--- src/hw/rtl/assert_macros.svh ---
// Assertion macros used by the scan core
`ifndef ASSERT_MACROS_SVH
`define ASSERT_MACROS_SVH
// Implication checked on every clock edge outside reset
`define ETS_ASSERT_IMP(label, clk, rst, ante, cons, msg) \
   label: assert property (@(posedge clk) disable iff (rst) (ante) |-> (cons)) else $error(msg);
// Next-cycle implication checked outside reset
`define ETS_ASSERT_NXT(label, clk, rst, ante, cons, msg) \
   label: assert property (@(posedge clk) disable iff (rst) (ante) |=> (cons)) else $error(msg);
`endif

--- src/hw/rtl/ets_pkg.sv ---
// Package: shared types and constants of the expression token scanner
`default_nettype none
package ets_pkg;
   localparam int PositionBits = 16;
   localparam int MaxResults   = 4;

   typedef enum logic [3:0] {
      S_IDLE = 4'd0, S_OP = 4'd1, S_LINE = 4'd2, S_BLOCK = 4'd3, S_BLOCK_STAR = 4'd4,
      S_ZERO = 4'd5, S_NUM = 4'd6, S_NUM_DOT = 4'd7, S_FRAC = 4'd8, S_IDENT = 4'd9
   } scan_state_type;

   typedef enum logic [1:0] {B_DEC = 2'd0, B_OCT = 2'd1, B_HEX = 2'd2, B_BIN = 2'd3} base_type;

   localparam logic [4:0] K_DOT = 5'd6, K_BANG = 5'd12, K_BANG_EQ = 5'd13, K_EQ_EQ = 5'd14,
      K_LESS = 5'd15, K_LESS_EQ = 5'd16, K_GREATER = 5'd17, K_GREATER_EQ = 5'd18,
      K_BAND = 5'd19, K_LAND = 5'd20, K_BOR = 5'd21, K_LOR = 5'd22, K_SLASH = 5'd23,
      K_NUMBER = 5'd24, K_IDENT = 5'd25, K_TRUE = 5'd26, K_FALSE = 5'd27, K_END = 5'd28;

   localparam logic [2:0] E_NONE = 3'd0, E_UNEXPECTED = 3'd1, E_OPEN_COMMENT = 3'd2,
      E_ADJ_SEP = 3'd3, E_INVALID_NUM = 3'd4, E_FRACTION = 3'd5;

   // One result beat
   typedef struct packed {
      logic        is_token;
      logic [4:0]  token_kind;
      logic [2:0]  error_code;
      logic [15:0] lexeme_start;
      logic [15:0] lexeme_length;
      logic [15:0] line_number;
      logic [30:0] literal_value;
   } result_type;

   // Up to four results of one input byte
   typedef struct packed {
      logic [2:0]                  count;
      result_type [MaxResults-1:0] res;
   } bundle_type;
endpackage
`default_nettype wire

--- src/hw/rtl/ets_core.sv ---
// Scan core: state update and result bundle for one input byte per cycle while in_valid is high
`default_nettype none
`include "assert_macros.svh"
module ets_core #(
   parameter int POSITION_BITS = ets_pkg::PositionBits
) (
   input  wire                   clock,
   input  wire                   reset,
   input  wire                   in_valid,
   input  wire                   in_mode,
   input  wire [7:0]             in_char,
   output ets_pkg::bundle_type   out_bundle
);
   localparam int PB = POSITION_BITS;

   logic [PB-1:0] pos_ff, pos_in, tstart_ff, tstart_in;
   logic [15:0] line_ff, line_in;
   ets_pkg::scan_state_type st_ff, st_in;
   logic [7:0] pend_ff, pend_in;
   logic [30:0] val_ff, val_in;
   ets_pkg::base_type base_ff, base_in;
   logic f_inv_ff, f_adj_ff, f_sep_ff, f_ovf_ff, f_dig_ff;
   logic f_inv_in, f_adj_in, f_sep_in, f_ovf_in, f_dig_in;
   logic [3:0] kw_ff, kw_in;

   // Hold scan state
   always_ff @(posedge clock) begin
      if (reset) begin
         pos_ff <= '0; tstart_ff <= '0; line_ff <= '0; st_ff <= ets_pkg::S_IDLE;
         pend_ff <= '0; val_ff <= '0; base_ff <= ets_pkg::B_DEC; kw_ff <= '0;
         f_inv_ff <= 1'b0; f_adj_ff <= 1'b0; f_sep_ff <= 1'b0; f_ovf_ff <= 1'b0;
         f_dig_ff <= 1'b0;
      end else if (in_valid) begin
         pos_ff <= pos_in; tstart_ff <= tstart_in; line_ff <= line_in; st_ff <= st_in;
         pend_ff <= pend_in; val_ff <= val_in; base_ff <= base_in; kw_ff <= kw_in;
         f_inv_ff <= f_inv_in; f_adj_ff <= f_adj_in; f_sep_ff <= f_sep_in;
         f_ovf_ff <= f_ovf_in; f_dig_ff <= f_dig_in;
      end
   end

   function automatic logic is_dig(input logic [7:0] c);
      return c >= "0" && c <= "9";
   endfunction
   function automatic logic is_let(input logic [7:0] c);
      return (c >= "a" && c <= "z") || (c >= "A" && c <= "Z");
   endfunction
   function automatic logic [15:0] len16(input logic [PB-1:0] a, input logic [PB-1:0] b);
      logic [PB-1:0] d;
      d = b - a;
      return 16'(d);
   endfunction

   // Digit value and radix-scaled accumulation
   logic [4:0]  radix;
   logic [5:0]  dval;
   logic [36:0] prod;
   always_comb begin
      case (base_ff)
         ets_pkg::B_DEC: radix = 5'd10;
         ets_pkg::B_OCT: radix = 5'd8;
         ets_pkg::B_HEX: radix = 5'd16;
         default:        radix = 5'd2;
      endcase
      if (is_dig(in_char)) dval = {2'b0, in_char[3:0]};
      else dval = 6'((in_char | 8'h20) - 8'd87);
      prod = 37'(val_ff) * 37'(radix) + 37'(dval);
   end

   logic [7:0] c;
   logic [PB-1:0] prev, lenpos;
   logic [15:0] line_sat;
   ets_pkg::bundle_type b;
   logic [15:0] ln;

   // Next state and results
   always_comb begin
      logic fresh_go, num_fin, frac_fin, id_fin, op_sgl, dot_tok;
      logic [PB-1:0] fin_len_pos;
      logic [4:0] pk;
      logic [7:0] nx;
      logic [PB-1:0] fs;
      logic bad;
      c = in_char;
      prev = pos_ff - 1'b1;
      line_sat = (line_ff == 16'hFFFF) ? line_ff : line_ff + 16'd1;
      pos_in = pos_ff + 1'b1; tstart_in = tstart_ff; line_in = line_ff; st_in = st_ff;
      pend_in = pend_ff; val_in = val_ff; base_in = base_ff; kw_in = kw_ff;
      f_inv_in = f_inv_ff; f_adj_in = f_adj_ff; f_sep_in = f_sep_ff; f_ovf_in = f_ovf_ff;
      f_dig_in = f_dig_ff;
      b = '0;
      fresh_go = 1'b0; num_fin = 1'b0; frac_fin = 1'b0; id_fin = 1'b0; op_sgl = 1'b0;
      dot_tok = 1'b0; fin_len_pos = pos_ff; pk = '0; nx = '0; bad = 1'b0;
      fs = '0; lenpos = '0;
      ln = line_ff;
      if (in_mode) begin
         // End of input: flush, then END
         case (st_ff)
            ets_pkg::S_OP: op_sgl = 1'b1;
            ets_pkg::S_BLOCK, ets_pkg::S_BLOCK_STAR: begin
               b.res[b.count[1:0]] = '{1'b0, 5'd0, ets_pkg::E_OPEN_COMMENT, 16'(tstart_ff),
                  len16(tstart_ff, pos_ff), ln, 31'd0};
               b.count = b.count + 3'd1;
            end
            ets_pkg::S_ZERO: begin num_fin = 1'b1; base_in = ets_pkg::B_OCT; end
            ets_pkg::S_NUM: num_fin = 1'b1;
            ets_pkg::S_NUM_DOT: begin num_fin = 1'b1; fin_len_pos = prev; dot_tok = 1'b1; end
            ets_pkg::S_FRAC: frac_fin = 1'b1;
            ets_pkg::S_IDENT: id_fin = 1'b1;
            default: ;
         endcase
      end else begin
         if (st_ff == ets_pkg::S_ZERO && c != "x" && c != "X" && c != "b" && c != "B") begin
            base_in = ets_pkg::B_OCT;
         end
         case (st_ff)
            ets_pkg::S_OP: begin
               if (c == "=" && pend_ff == "!") pk = ets_pkg::K_BANG_EQ;
               else if (c == "=" && pend_ff == "=") pk = ets_pkg::K_EQ_EQ;
               else if (c == "=" && pend_ff == "<") pk = ets_pkg::K_LESS_EQ;
               else if (c == "=" && pend_ff == ">") pk = ets_pkg::K_GREATER_EQ;
               else if (c == "&" && pend_ff == "&") pk = ets_pkg::K_LAND;
               else if (c == "|" && pend_ff == "|") pk = ets_pkg::K_LOR;
               if (pk != 5'd0) begin
                  b.res[0] = '{1'b1, pk, ets_pkg::E_NONE, 16'(tstart_ff), 16'd2, ln, 31'd0};
                  b.count = 3'd1;
                  st_in = ets_pkg::S_IDLE;
               end else if (pend_ff == "/" && c == "/") st_in = ets_pkg::S_LINE;
               else if (pend_ff == "/" && c == "*") st_in = ets_pkg::S_BLOCK;
               else begin op_sgl = 1'b1; fresh_go = 1'b1; end
            end
            ets_pkg::S_LINE: if (c == 8'h0A) begin line_in = line_sat; st_in = ets_pkg::S_IDLE; end
            ets_pkg::S_BLOCK: begin
               if (c == "*") st_in = ets_pkg::S_BLOCK_STAR;
               else if (c == 8'h0A) line_in = line_sat;
            end
            ets_pkg::S_BLOCK_STAR: begin
               if (c == "/") st_in = ets_pkg::S_IDLE;
               else if (c != "*") begin
                  if (c == 8'h0A) line_in = line_sat;
                  st_in = ets_pkg::S_BLOCK;
               end
            end
            ets_pkg::S_ZERO, ets_pkg::S_NUM: begin
               if (st_ff == ets_pkg::S_ZERO && (c == "x" || c == "X" || c == "b" || c == "B")) begin
                  base_in = (c == "x" || c == "X") ? ets_pkg::B_HEX : ets_pkg::B_BIN;
                  val_in = '0; f_inv_in = 1'b0; f_adj_in = 1'b0; f_sep_in = 1'b0;
                  f_ovf_in = 1'b0; f_dig_in = 1'b0; st_in = ets_pkg::S_NUM;
               end else if (is_dig(c) || is_let(c) || c == 8'h27) begin
                  st_in = ets_pkg::S_NUM;
                  if (c == 8'h27) begin
                     if (f_sep_ff) f_adj_in = 1'b1;
                     f_sep_in = 1'b1;
                  end else begin
                     f_sep_in = 1'b0;
                     if (!(f_inv_ff || f_ovf_ff)) begin
                        // radix: octal when leaving the zero state
                        if (dval >= ((st_ff == ets_pkg::S_ZERO) ? 6'd8 : {1'b0, radix}))
                           f_inv_in = 1'b1;
                        else begin
                           f_dig_in = 1'b1;
                           if (st_ff == ets_pkg::S_ZERO) val_in = 31'(dval);
                           else if (prod > 37'h7FFFFFFF) f_ovf_in = 1'b1;
                           else val_in = prod[30:0];
                        end
                     end
                  end
               end else if (c == ".") st_in = ets_pkg::S_NUM_DOT;
               else begin num_fin = 1'b1; fresh_go = 1'b1; end
            end
            ets_pkg::S_NUM_DOT: begin
               if (is_dig(c)) st_in = ets_pkg::S_FRAC;
               else begin num_fin = 1'b1; fin_len_pos = prev; dot_tok = 1'b1; fresh_go = 1'b1; end
            end
            ets_pkg::S_FRAC: if (!is_dig(c)) begin frac_fin = 1'b1; fresh_go = 1'b1; end
            ets_pkg::S_IDENT: begin
               if (is_let(c) || is_dig(c) || c == "_") begin
                  case (kw_ff)
                     4'd1: nx = "r"; 4'd2: nx = "u"; 4'd3: nx = "e";
                     4'd5: nx = "a"; 4'd6: nx = "l"; 4'd7: nx = "s"; 4'd8: nx = "e";
                     default: nx = 8'd0;
                  endcase
                  kw_in = (nx != 8'd0 && c == nx) ? kw_ff + 4'd1 : 4'd0;
               end else begin id_fin = 1'b1; fresh_go = 1'b1; end
            end
            default: fresh_go = 1'b1;
         endcase
      end
      lenpos = fin_len_pos;
      // Emit pending operator alone
      if (op_sgl) begin
         case (pend_ff)
            "!": pk = ets_pkg::K_BANG;    "<": pk = ets_pkg::K_LESS;
            ">": pk = ets_pkg::K_GREATER; "&": pk = ets_pkg::K_BAND;
            "|": pk = ets_pkg::K_BOR;     "/": pk = ets_pkg::K_SLASH;
            default: pk = 5'd0;
         endcase
         if (pend_ff == "=")
            b.res[b.count[1:0]] = '{1'b0, 5'd0, ets_pkg::E_UNEXPECTED, 16'(tstart_ff), 16'd1,
               ln, 31'd0};
         else
            b.res[b.count[1:0]] = '{1'b1, pk, ets_pkg::E_NONE, 16'(tstart_ff), 16'd1, ln,
               31'd0};
         b.count = b.count + 3'd1;
      end
      // Close number
      if (num_fin) begin
         bad = f_inv_ff;
         if (f_adj_ff) begin
            b.res[b.count[1:0]] = '{1'b0, 5'd0, ets_pkg::E_ADJ_SEP, 16'(tstart_ff),
               len16(tstart_ff, lenpos), ln, 31'd0};
            b.count = b.count + 3'd1;
         end else if (f_sep_ff) begin
            b.res[b.count[1:0]] = '{1'b0, 5'd0, ets_pkg::E_UNEXPECTED, 16'(tstart_ff),
               len16(tstart_ff, lenpos), ln, 31'd0};
            b.count = b.count + 3'd1;
         end else if (f_ovf_ff || (!f_dig_ff && base_ff == ets_pkg::B_BIN)) begin
            b.res[b.count[1:0]] = '{1'b0, 5'd0, ets_pkg::E_INVALID_NUM, 16'(tstart_ff),
               len16(tstart_ff, lenpos), ln, 31'd0};
            b.count = b.count + 3'd1;
         end else begin
            if (!f_dig_ff) bad = 1'b1;
            b.res[b.count[1:0]] = '{1'b1, ets_pkg::K_NUMBER, ets_pkg::E_NONE, 16'(tstart_ff),
               len16(tstart_ff, lenpos), ln, val_ff};
            b.count = b.count + 3'd1;
            if (bad) begin
               b.res[b.count[1:0]] = '{1'b0, 5'd0, ets_pkg::E_INVALID_NUM, 16'(tstart_ff),
                  len16(tstart_ff, lenpos), ln, 31'd0};
               b.count = b.count + 3'd1;
            end
         end
      end
      if (dot_tok) begin
         b.res[b.count[1:0]] = '{1'b1, ets_pkg::K_DOT, ets_pkg::E_NONE, 16'(prev), 16'd1, ln,
            31'd0};
         b.count = b.count + 3'd1;
      end
      if (frac_fin) begin
         if (f_adj_ff) begin
            b.res[b.count[1:0]] = '{1'b0, 5'd0, ets_pkg::E_ADJ_SEP, 16'(tstart_ff),
               len16(tstart_ff, pos_ff), ln, 31'd0};
            b.count = b.count + 3'd1;
         end
         b.res[b.count[1:0]] = '{1'b0, 5'd0, ets_pkg::E_FRACTION, 16'(tstart_ff),
            len16(tstart_ff, pos_ff), ln, 31'd0};
         b.count = b.count + 3'd1;
      end
      if (id_fin) begin
         if (kw_ff == 4'd4)
            b.res[b.count[1:0]] = '{1'b1, ets_pkg::K_TRUE, ets_pkg::E_NONE, 16'(tstart_ff),
               len16(tstart_ff, pos_ff), ln, 31'd1};
         else
            b.res[b.count[1:0]] = '{1'b1,
               (kw_ff == 4'd9) ? ets_pkg::K_FALSE : ets_pkg::K_IDENT,
               ets_pkg::E_NONE, 16'(tstart_ff), len16(tstart_ff, pos_ff), ln, 31'd0};
         b.count = b.count + 3'd1;
      end
      // Start fresh on the current byte
      if (fresh_go) begin
         fs = pos_ff;
         st_in = ets_pkg::S_IDLE; tstart_in = fs;
         case (c)
            "(", ")", "{", "}", ":", ",", ".", "-", "+", "?", "*", "^": begin
               case (c)
                  "(": pk = 5'd0;  ")": pk = 5'd1;  "{": pk = 5'd2;  "}": pk = 5'd3;
                  ":": pk = 5'd4;  ",": pk = 5'd5;  ".": pk = 5'd6;  "-": pk = 5'd7;
                  "+": pk = 5'd8;  "?": pk = 5'd9;  "*": pk = 5'd10; default: pk = 5'd11;
               endcase
               b.res[b.count[1:0]] = '{1'b1, pk, ets_pkg::E_NONE, 16'(fs), 16'd1, ln, 31'd0};
               b.count = b.count + 3'd1;
            end
            "!", "<", ">", "&", "|", "=", "/": begin pend_in = c; st_in = ets_pkg::S_OP; end
            " ", 8'h0D, 8'h09: ;
            8'h0A: line_in = line_sat;
            default: begin
               if (is_dig(c)) begin
                  val_in = 31'(c[3:0]); f_dig_in = 1'b1; f_inv_in = 1'b0; f_adj_in = 1'b0;
                  f_sep_in = 1'b0; f_ovf_in = 1'b0; base_in = ets_pkg::B_DEC;
                  st_in = (c == "0") ? ets_pkg::S_ZERO : ets_pkg::S_NUM;
               end else if (is_let(c) || c == "_") begin
                  kw_in = (c == "t") ? 4'd1 : (c == "f") ? 4'd5 : 4'd0;
                  st_in = ets_pkg::S_IDENT;
               end else begin
                  b.res[b.count[1:0]] = '{1'b0, 5'd0, ets_pkg::E_UNEXPECTED, 16'(fs), 16'd1,
                     ln, 31'd0};
                  b.count = b.count + 3'd1;
               end
            end
         endcase
      end
      if (in_mode) begin
         b.res[b.count[1:0]] = '{1'b1, ets_pkg::K_END, ets_pkg::E_NONE, 16'(pos_ff), 16'd0,
            ln, 31'd0};
         b.count = b.count + 3'd1;
         pos_in = '0; tstart_in = '0; line_in = '0; st_in = ets_pkg::S_IDLE; pend_in = '0;
         val_in = '0; base_in = ets_pkg::B_DEC; kw_in = '0; f_inv_in = 1'b0; f_adj_in = 1'b0;
         f_sep_in = 1'b0; f_ovf_in = 1'b0; f_dig_in = 1'b0;
      end
      out_bundle = b;
   end

   `ETS_ASSERT_IMP(a_end_emits, clock, reset, in_valid && in_mode, out_bundle.count != 3'd0,
      "end of input without END")
   `ETS_ASSERT_IMP(a_count_max, clock, reset, 1'b1, out_bundle.count <= 3'd4,
      "more than four results")
   `ETS_ASSERT_NXT(a_end_resets, clock, reset, in_valid && in_mode, pos_ff == '0,
      "position not cleared after end")
endmodule
`default_nettype wire

--- src/hw/rtl/ets_out.sv ---
// Result queue: holds bundles and sends one result beat at a time
`default_nettype none
module ets_out (
   input  wire                  clock,
   input  wire                  reset,
   input  wire                  bundle_valid,
   input  ets_pkg::bundle_type  bundle,
   output logic                 in_ready,
   output logic                 out_valid,
   input  wire                  out_ready,
   output ets_pkg::result_type  out_res,
   output logic                 out_last
);
   // Two bundle slots, ping-pong
   ets_pkg::bundle_type slot_ff [2];
   logic [1:0] full_ff, full_in;
   logic wr_ff, wr_in, rd_ff, rd_in;
   logic [1:0] idx_ff, idx_in;
   logic take, pop, push;

   always_comb begin
      in_ready = !full_ff[wr_ff];
      push = bundle_valid && in_ready && (bundle.count != 3'd0);
      out_valid = full_ff[rd_ff];
      out_res = slot_ff[rd_ff].res[idx_ff];
      out_last = (3'(idx_ff) + 3'd1) == slot_ff[rd_ff].count;
      take = out_valid && out_ready;
      pop = take && out_last;
      full_in = full_ff; wr_in = wr_ff; rd_in = rd_ff; idx_in = idx_ff;
      if (take) idx_in = pop ? 2'd0 : idx_ff + 2'd1;
      if (pop) begin full_in[rd_ff] = 1'b0; rd_in = !rd_ff; end
      if (push) begin full_in[wr_ff] = 1'b1; wr_in = !wr_ff; end
   end

   always_ff @(posedge clock) begin
      if (reset) begin
         full_ff <= '0; wr_ff <= 1'b0; rd_ff <= 1'b0; idx_ff <= '0;
      end else begin
         full_ff <= full_in; wr_ff <= wr_in; rd_ff <= rd_in; idx_ff <= idx_in;
      end
   end

   // Capture bundle payload
   always_ff @(posedge clock) begin
      if (push) slot_ff[wr_ff] <= bundle;
   end
endmodule
`default_nettype wire

--- src/hw/rtl/expression_token_scanner.sv ---
// Top level of the expression token scanner
`default_nettype none
// Streaming lexer: one source byte (or end marker) per beat, accepted every cycle while
// the two-bundle result queue has room. Each byte is resolved by combinational scan logic
// and yields up to four result beats, which drain one per cycle while rsp_tready is high.
module expression_token_scanner #(
   parameter int POSITION_BITS = ets_pkg::PositionBits
) (
   input  wire         clock,
   input  wire         reset,
   input  wire         req_tvalid,
   output logic        req_tready,
   input  wire  [7:0]  req_tdata,   // [7:0] char_byte
   input  wire         req_tuser,   // [0] mode
   output logic        rsp_tvalid,
   input  wire         rsp_tready,
   output logic [87:0] rsp_tdata,   // [15:0] lexeme_start [31:16] lexeme_length
                                    // [47:32] line_number [78:48] literal_value
   output logic [8:0]  rsp_tuser,   // [0] is_token [5:1] token_kind [8:6] error_code
   output logic        rsp_tlast    // last_result
);
   ets_pkg::bundle_type bundle;
   ets_pkg::result_type res;
   logic acc;

   assign acc = req_tvalid && req_tready;

   ets_core #(.POSITION_BITS(POSITION_BITS)) u_core (
      .clock(clock), .reset(reset), .in_valid(acc), .in_mode(req_tuser),
      .in_char(req_tdata), .out_bundle(bundle)
   );

   ets_out u_out (
      .clock(clock), .reset(reset), .bundle_valid(req_tvalid), .bundle(bundle),
      .in_ready(req_tready), .out_valid(rsp_tvalid), .out_ready(rsp_tready),
      .out_res(res), .out_last(rsp_tlast)
   );

   assign rsp_tdata = {9'd0, res.literal_value, res.line_number, res.lexeme_length,
                       res.lexeme_start};
   assign rsp_tuser = {res.error_code, res.token_kind, res.is_token};
endmodule
`default_nettype wire
--- config.mk ---
export PLATFORM = sky130hd
export DESIGN_NAME = expression_token_scanner
export DESIGN_NICKNAME = d
export VERILOG_FILES = /design/src/hw/rtl/ets_pkg.sv /design/src/hw/rtl/ets_core.sv /design/src/hw/rtl/ets_out.sv /design/src/hw/rtl/expression_token_scanner.sv
export VERILOG_INCLUDE_DIRS = /design/src /design/src/hw/rtl
export SDC_FILE = /design/constraint.sdc
export NUM_CORES = 2
export LEC_CHECK = 0
export BUFFER_PORTS_ARGS = -buffer_cell sky130_fd_sc_hd__buf_2
export CELL_PAD_IN_SITES_DETAIL_PLACEMENT = 1
export CELL_PAD_IN_SITES_GLOBAL_PLACEMENT = 2
export CORE_AREA = 3 3 431 433
export DETAILED_ROUTE_END_ITERATION = 10
export DIE_AREA = 0 0 434 436
export PLACE_DENSITY_LB_ADDON = 0.1
export SYNTH_ARGS = -nofsm -noshare
export SYNTH_HDL_FRONTEND = slang
export SYNTH_SLANG_ARGS = --single-unit
--- constraint.sdc ---
create_clock -name clock -period 42.1 [get_ports clock]
set_input_delay 4.21 -clock clock [delete_from_list [all_inputs] [get_ports clock]]
set_output_delay 4.21 -clock clock [all_outputs]
set_load 0.01 [all_outputs]
# ---- Word level (Yosys, flattened, before mapping)
# Memory sizes are Yosys's and may differ from the RTL's. A register that Yosys moved wholly into a read port is not among the register bits.
# Index checks and enable logic that the tools add are counted.
dict set report totals {
  register_bits 108
  ram_bits 710
  output_inout_bits 100
  wordCells 457
  n_memories 1
}
# memory words width rd rd_clocked_by_memory_dff wr line
set memory_table {}
lappend memory_table {u_out.slot_ff 2 355 1 1 1 ets_out.sv:15} ;# ets_pkg::bundle_type slot_ff [2];
dict set report classes {
  add_sub_neg 19
  multipliers 1
  n_lt_le_gt_ge 31
  n_eq_ne 74
  mux 243
  n_bitwise 3
  n_reduce_logical 68
}
# operator count
set op_table {}
lappend op_table {{355-bit two-way mux} 15}
lappend op_table {{352-bit bitwise mux} 15}
lappend op_table {{88-bit demux with 2-bit select} 9}
lappend op_table {{88-bit two-way mux} 13}
lappend op_table {{355-bit case mux with 2 select lines} 1}
lappend op_table {{352-bit two-way mux} 2}
lappend op_table {{31-bit two-way mux} 12}
lappend op_table {{16-bit two-way mux} 15}
lappend op_table {{8-bit by 6-bit == test with 1-bit output, second input constant} 24}
lappend op_table {{88-bit binary-select mux with 2-bit select} 1}
lappend op_table {{8-bit by 7-bit == test with 1-bit output, second input constant} 12}
lappend op_table {{4-bit two-way mux} 24}
lappend op_table {{1-bit two-way mux} 90}
lappend op_table {{81-bit two-way mux} 1}
lappend op_table {{5-bit two-way mux} 12}
lappend op_table {{8-bit two-way mux} 6}
lappend op_table {{16-bit case mux with 3 select lines} 1}
lappend op_table {{4-bit case mux with 11 select lines} 1}
lappend op_table {{7-bit case mux with 6 select lines} 1}
lappend op_table {{36-bit by 6-bit adder with 37-bit output} 1}
lappend op_table {{37-bit by 31-bit greater-than comparator with 1-bit output, second input constant} 1}
lappend op_table {{31-bit by 5-bit multiplier with 36-bit output} 1}
lappend op_table {{1-bit logical AND} 33}
lappend op_table {{16-bit by 1-bit adder with 16-bit output, second input constant} 2}
lappend op_table {{other kinds (61)} 146}

# ---- Longest topological paths before layout
dict set report logic_depth {
  ltp_word 77
  ltp_mapped 40
  mapped_depth_nobuf 36
}

# ---- Hierarchy
# From an unflattened synthesis, not the netlist that was laid out.
dict set report unflattened {
  hier_cells 3869
  hier_area_um2 45925.3
}
# mod n_inst cells_each area_each_um2 seq_area_each_um2
set by_module_without_submodules {}
lappend by_module_without_submodules {ets_out 1 1065 26998.4 21460.6}
lappend by_module_without_submodules {ets_core 1 2793 18849.3 2042.0}
lappend by_module_without_submodules {expression_token_scanner 1 11 77.6 0.0}

# ---- Least setup slack after synthesis
# Ideal clock, no wire load.
dict set report synth_path {
  path_type {in2reg}
  startpoint {input req_tdata[0]}
  endpoint {memory u_out.slot_ff[0][0] in the netlist's numbering, enable pin}
  arrival_time_ns 25.576
  t_required_ns 41.020
  setup_slack_ns 15.444
  path_stages 35
  path_cell_list {inv_1 ha_1 buf_2 or3b_2 nand4b_1 a21oi_1 or3_1 clkbuf_1 o21ai_1 ha_1 clkbuf_1 xor2_1 inv_1 ha_1 inv_1 nor3_1 a31oi_1 o211ai_1 ha_1 nand2_1 a21boi_0 ha_1 o21ai_0 ha_1 o2bb2ai_1 a21oi_2 ha_1 inv_1 a22oi_2 clkinv_1 ha_1 nand2_1 xnor2_1 a31o_4 nor2_1}
}
dict set report synth_via {
  elab_chain_cells 43
  elab_cells_between_ends 118
  classes_between {add/sub (9); order compare (6); eq/ne (29); mux (49); reduce/logical (25)}
}
# item line
set synth_lines {}
lappend synth_lines {{start, declared} expression_token_scanner.sv:13} ;# input wire [7:0] req_tdata,
lappend synth_lines {{8-bit by 7-bit == test with 1-bit output} {ets_core.sv:122, ets_core.sv:261}}
lappend synth_lines {{1-bit logical AND} ets_core.sv:122} ;# else if (c == "|" && pend_ff == "|") pk = ets_pkg::K_LOR;
lappend synth_lines {{5-bit two-way mux} ets_core.sv:122}
lappend synth_lines {{5-bit two-way mux} ets_core.sv:121} ;# else if (c == "&" && pend_ff == "&") pk = ets_pkg::K_LAND;
lappend synth_lines {{5-bit two-way mux} ets_core.sv:120} ;# else if (c == "=" && pend_ff == ">") pk = ets_pkg::K_GREATER_EQ;
lappend synth_lines {{5-bit two-way mux} ets_core.sv:119} ;# else if (c == "=" && pend_ff == "<") pk = ets_pkg::K_LESS_EQ;
lappend synth_lines {{5-bit two-way mux} ets_core.sv:118} ;# else if (c == "=" && pend_ff == "=") pk = ets_pkg::K_EQ_EQ;
lappend synth_lines {{5-bit two-way mux} ets_core.sv:117} ;# if (c == "=" && pend_ff == "!") pk = ets_pkg::K_BANG_EQ;
lappend synth_lines {{(+27 left out)} n/a}
lappend synth_lines {{355-bit case mux with 2 select lines} ets_core.sv:261} ;# case (c)
lappend synth_lines {{355-bit two-way mux *} ets_core.sv:258} ;# if (fresh_go) begin
lappend synth_lines {{3-bit by 1-bit adder with 3-bit output} ets_core.sv:293} ;# b.count = b.count + 3'd1;
lappend synth_lines {{355-bit two-way mux *} ets_core.sv:290} ;# if (in_mode) begin
lappend synth_lines {{3-bit nonzero test *} ets_out.sv:23} ;# push = bundle_valid && in_ready && (bundle.count != 3'd0);
lappend synth_lines {{1-bit logical AND *} ets_out.sv:23}
lappend synth_lines {{1-bit two-way mux *} ets_out.sv:45} ;# if (push) slot_ff[wr_ff] <= bundle;
lappend synth_lines {{1-bit two-way mux (implied by the code) *} ets_out.sv:45}
lappend synth_lines {{end, declared} ets_out.sv:15}
# Every way passes the cells marked *; elsewhere a longest branch is shown, timed or not. The select of a mux whose other input is x is not followed.

# ---- Final worst setup path
dict set report layout_path {
  startpoint {input req_tdata[0]}
  endpoint {memory u_out.slot_ff[0][27] in the netlist's numbering, enable pin}
}
# The elaborated chain is that of the path after synthesis.

==> flow_summary.yaml <==
final_layout:
  fin_util_pct: 28.54
  drive_gt1_share_pct: 17.22
  area_growth_pct: 14.57
  stdcell_count: 6327
  design_area_mm2: 0.05209
  finalNetCount: 4083
min_path:
  hp-class: "flip-flop to flip-flop"
  min_from: "u_core.pend_ff[5]$_SDFFE_PP0P_"
  whs_path_depth: 2
placed_design:
  placed_cell_area_mm2: 0.04870
  place_inst: 6136
  dp_hpwl_um: 114800
  preCtsSetupSlack_ns: 26.81
  port_buffers: 103
  gp_congestion: 0.7864
timing:
  rsz0062_at_grt: "false"
  max_freq_ghz: 0.06886
  worst_pin_slew_ns: 1.213
  setup_viol: 0
  setup_ws_ns: 27.58
  drv_slew: 0
  hold_viol: 0
  fin_crit_ns: 14.52
  maxSlewHeadroom_pct: 19.11
  clock_skew_ns: 0.05256
  tns_ns: 0
  fin_crit_sh_pct: 34.50
clocking:
  clk_transition_reported_paths_ns: 0.06
  insertion_delay_ns: 0.73
  cts_tree: "yes"
  post-cts-setup-buffer-count: 0
  htree_levels: 3
  cts-resized-gates: 0
  cts-root-buf: "clkbuf_16"
  cts.sinks: 819
  ctsHoldBuffers: 0
  numCtsBuffers: 102
  cts.path.max_buffers: 3
drt:
  wl_per_cell_um: 26.21
  first_iter_violations: 1991
  via_count: 31250
  drc: 0
  viasPerCell: 4.939
  routed_wl_um: 165800
  postRouteAntennaNets: 0
  drt_first_pass_iters: 5
synth:
  ys.flop_type: "edfxtp_1"
  synthTopCellsByCount: "edfxtp_1 (710), nor2_1 (290), nand2_1 (272)"
  netlist_area_mm2: 0.04546
  synthDistinctLibCells: 112
  synth_edf_count: 710
  synthArstFlopShare_pct: 0
  yosys_warnings: 0
  post-synth-top-count-cell: "edfxtp_1"
  synthTopCellsByArea: "edfxtp_1 (47%), mux4_2 (8.7%), ha_1 (5.0%)"
  yosysTopAreaCellShare_pct: 46.90
  ys_ff_latch: 819
  synth_cells: 3806
  ys_seq_area_share_pct: 51.70
  yosysTopAreaCell: "edfxtp_1"
  syn_avg_cell_area_um2: 11.95
power_and_ir_drop:
  leakage_uw: 0.01804
  seqPwrFrac_pct: 46.2
  vdd_drop_max_mv: 0.02887
  intPower_uw: 1585
  power_density_mw_per_mm2: 40.93
  power_frac_clock_pct: 41.7
  p_comb_share_pct: 12.1
  switchingPower_uw: 546.7
  switching_share_pct: 25.64
global_route:
  met1_usage_pct: 26.13
  grt_max_degree: 150
  use_met3_pct: 2.072
  met2_usage_pct: 26.50
  grt_pass1_vias: 33270
  antenna_found_initial: 12
  top_usage_layer: "met2"
  grt_usage_pct: 17.41
  grt_pass1_wl_um: 243200
  grt-ovfl-total: 0
worst_setup_path:
  crit_family: "buffers and inverters"
  max_stage_delay_ns: 0.78
  worstPathRequired_ns: 42.43
  reg2reg_slack_ns: 31.43
  worstPathArrival_ns: 14.86
  cpMaxStageDelayCell: "buf_4"
  reg2reg_to: "u_out.slot_ff[0][27]$_DFFE_PP_"
  cp-end-kind: "flip-flop"
  path_common_cell: "ha_1"
  crit_end: "u_out.slot_ff[0][27]$_DFFE_PP_"
  worstRegToRegCells: 35
  critPathKind: "input pin to flip-flop"
  crit_start: "req_tdata[0]"
  critPathLaunchType: "input pin"
  cp_max_fo: 64
  path_depth: 36
  crit_buf_inv: 9
  reg2reg_from: "u_core.pend_ff[1]$_SDFFE_PP0P_"
status:
  status: "completed"
floorplan:
  start_util_pct: 24.91
  coreArea_mm2: 0.1825
  num_rows: 157
  die_h_um: 436
  dieWidth_um: 434
  io_pins: 113
  die_area_mm2: 0.1892
job:
  cap_viol_max_count: 0
-- placed cells by master (no fill, tap or decap), types with 50 or more instances in the layout --
cell type and n:
dfxtp_1 106, buf_2 102, inv_1 182, nand3_1 73, nand2b_1 50, and3_1 55
a22oi_1 122, nor2b_1 59, clkbuf_16 106, edfxtp_1 710, a21oi_1 163, xor2_1 65
buf_4 71, o21ai_0 162, mux2_2 95, xnor2_1 59, and2_1 203, nor2_1 280
ha_1 179, nor3_1 72, nand2_1 270, mux4_2 176
-- layout make-up --
class / instances / area (um^2)
Clock buffer: 122 / 2733
Sequential cell: 819 / 23510
Antenna cell: 5 / 12.51
Fill cell: 19810 / 130400
Multi-Input combinational cell: 2572 / 20410
Inverter: 184 / 690.7
Clock inverter: 64 / 640.6
Timing Repair Buffer: 176 / 1104
Tap cell: 2385 / 2984
-- per-layer routing --
metal  part of all wire, %  wire, um
met2                    44     73220
met1                    50     83550
met5                     0         0
met3                   3.5      5771
met4                   2.0      3269
-- per-stage QoR --
step / power (uW) / hold slack [ns]
6_report: 2132 / 0.4798
5_1_grt: 2225 / 0.5000
4_1_cts: 2176 / 0.4857
3_5_place_dp: 1268 / 0.4706
3_3_place_gp: 1267 / 0.4664
2_1_floorplan: 1196 / 0.4289
-- logic make-up (layout without fill, tap and decap cells) --
group | after synthesis | in the layout | synth area share, %
and+or+nand+nor | 1189 | 1189 | 13.26
DFF | 819 | 819 | 51.70
AOI/OAI and AO/OA | 748 | 748 | 10.97
buffers and inverters | 423 | 546 | 3.748
muxes | 287 | 287 | 11.45
adders and majority gates | 215 | 215 | 6.478
xor gates and xnor gates | 124 | 124 | 2.389
other | 1 | 14 | 0.008248
-- worst min-delay path by stage --
| stage | endpoint | slack, ns |
|---|---|---|
| finish | u_core.pend_ff[5]$_SDFFE_PP0P_ | 0.48 |
| global route | u_core.pend_ff[5]$_SDFFE_PP0P_ | 0.50 |
| detailed placement | u_core.pend_ff[5]$_SDFFE_PP0P_ | 0.47 |
| floorplan | u_core.pend_ff[5]$_SDFFE_PP0P_ | 0.43 |
| global placement | u_core.pend_ff[5]$_SDFFE_PP0P_ | 0.47 |
| CTS | u_core.pend_ff[5]$_SDFFE_PP0P_ | 0.49 |
-- state kept, by name, indices dropped and copies added (netlist names), 2 cells and up, named ones only --
register,flops
u_out.slot_ff,710
u_core.val_ff,31
u_core.line_ff,16
u_core.pos_ff,16
u_core.tstart_ff,16
u_core.pend_ff,8
u_core.kw_ff,4
u_core.st_ff,4
u_core.base_ff,2
u_out.full_ff,2
u_out.idx_ff,2
-- power by group through the flow --
stage | sequential, uW | clock [uW] | combinational (uW)
3_5_place_dp | 1000 | 0 | 266
4_1_cts | 986 | 923 | 267
2_1_floorplan | 1040 | 0 | 158
6_report | 984 | 890 | 258
3_3_place_gp | 1000 | 0 | 266
5_1_grt | 991 | 955 | 279
-- worst register-to-register path: cells and delay by family (launching register included) --
family | cells | cell delay (ns)
AO/OA/AOI/OAI | 10 | 2.72
XOR/XNOR | 1 | 0.18
adder cells (fa/ha/maj) | 7 | 2.03
buffers and inverters | 7 | 2.80
flip-flops | 1 | 0.54
multiplexers | 1 | 0.34
AND/OR/NAND/NOR | 9 | 1.59
Note: power is estimated with default switching activity, not from simulation.
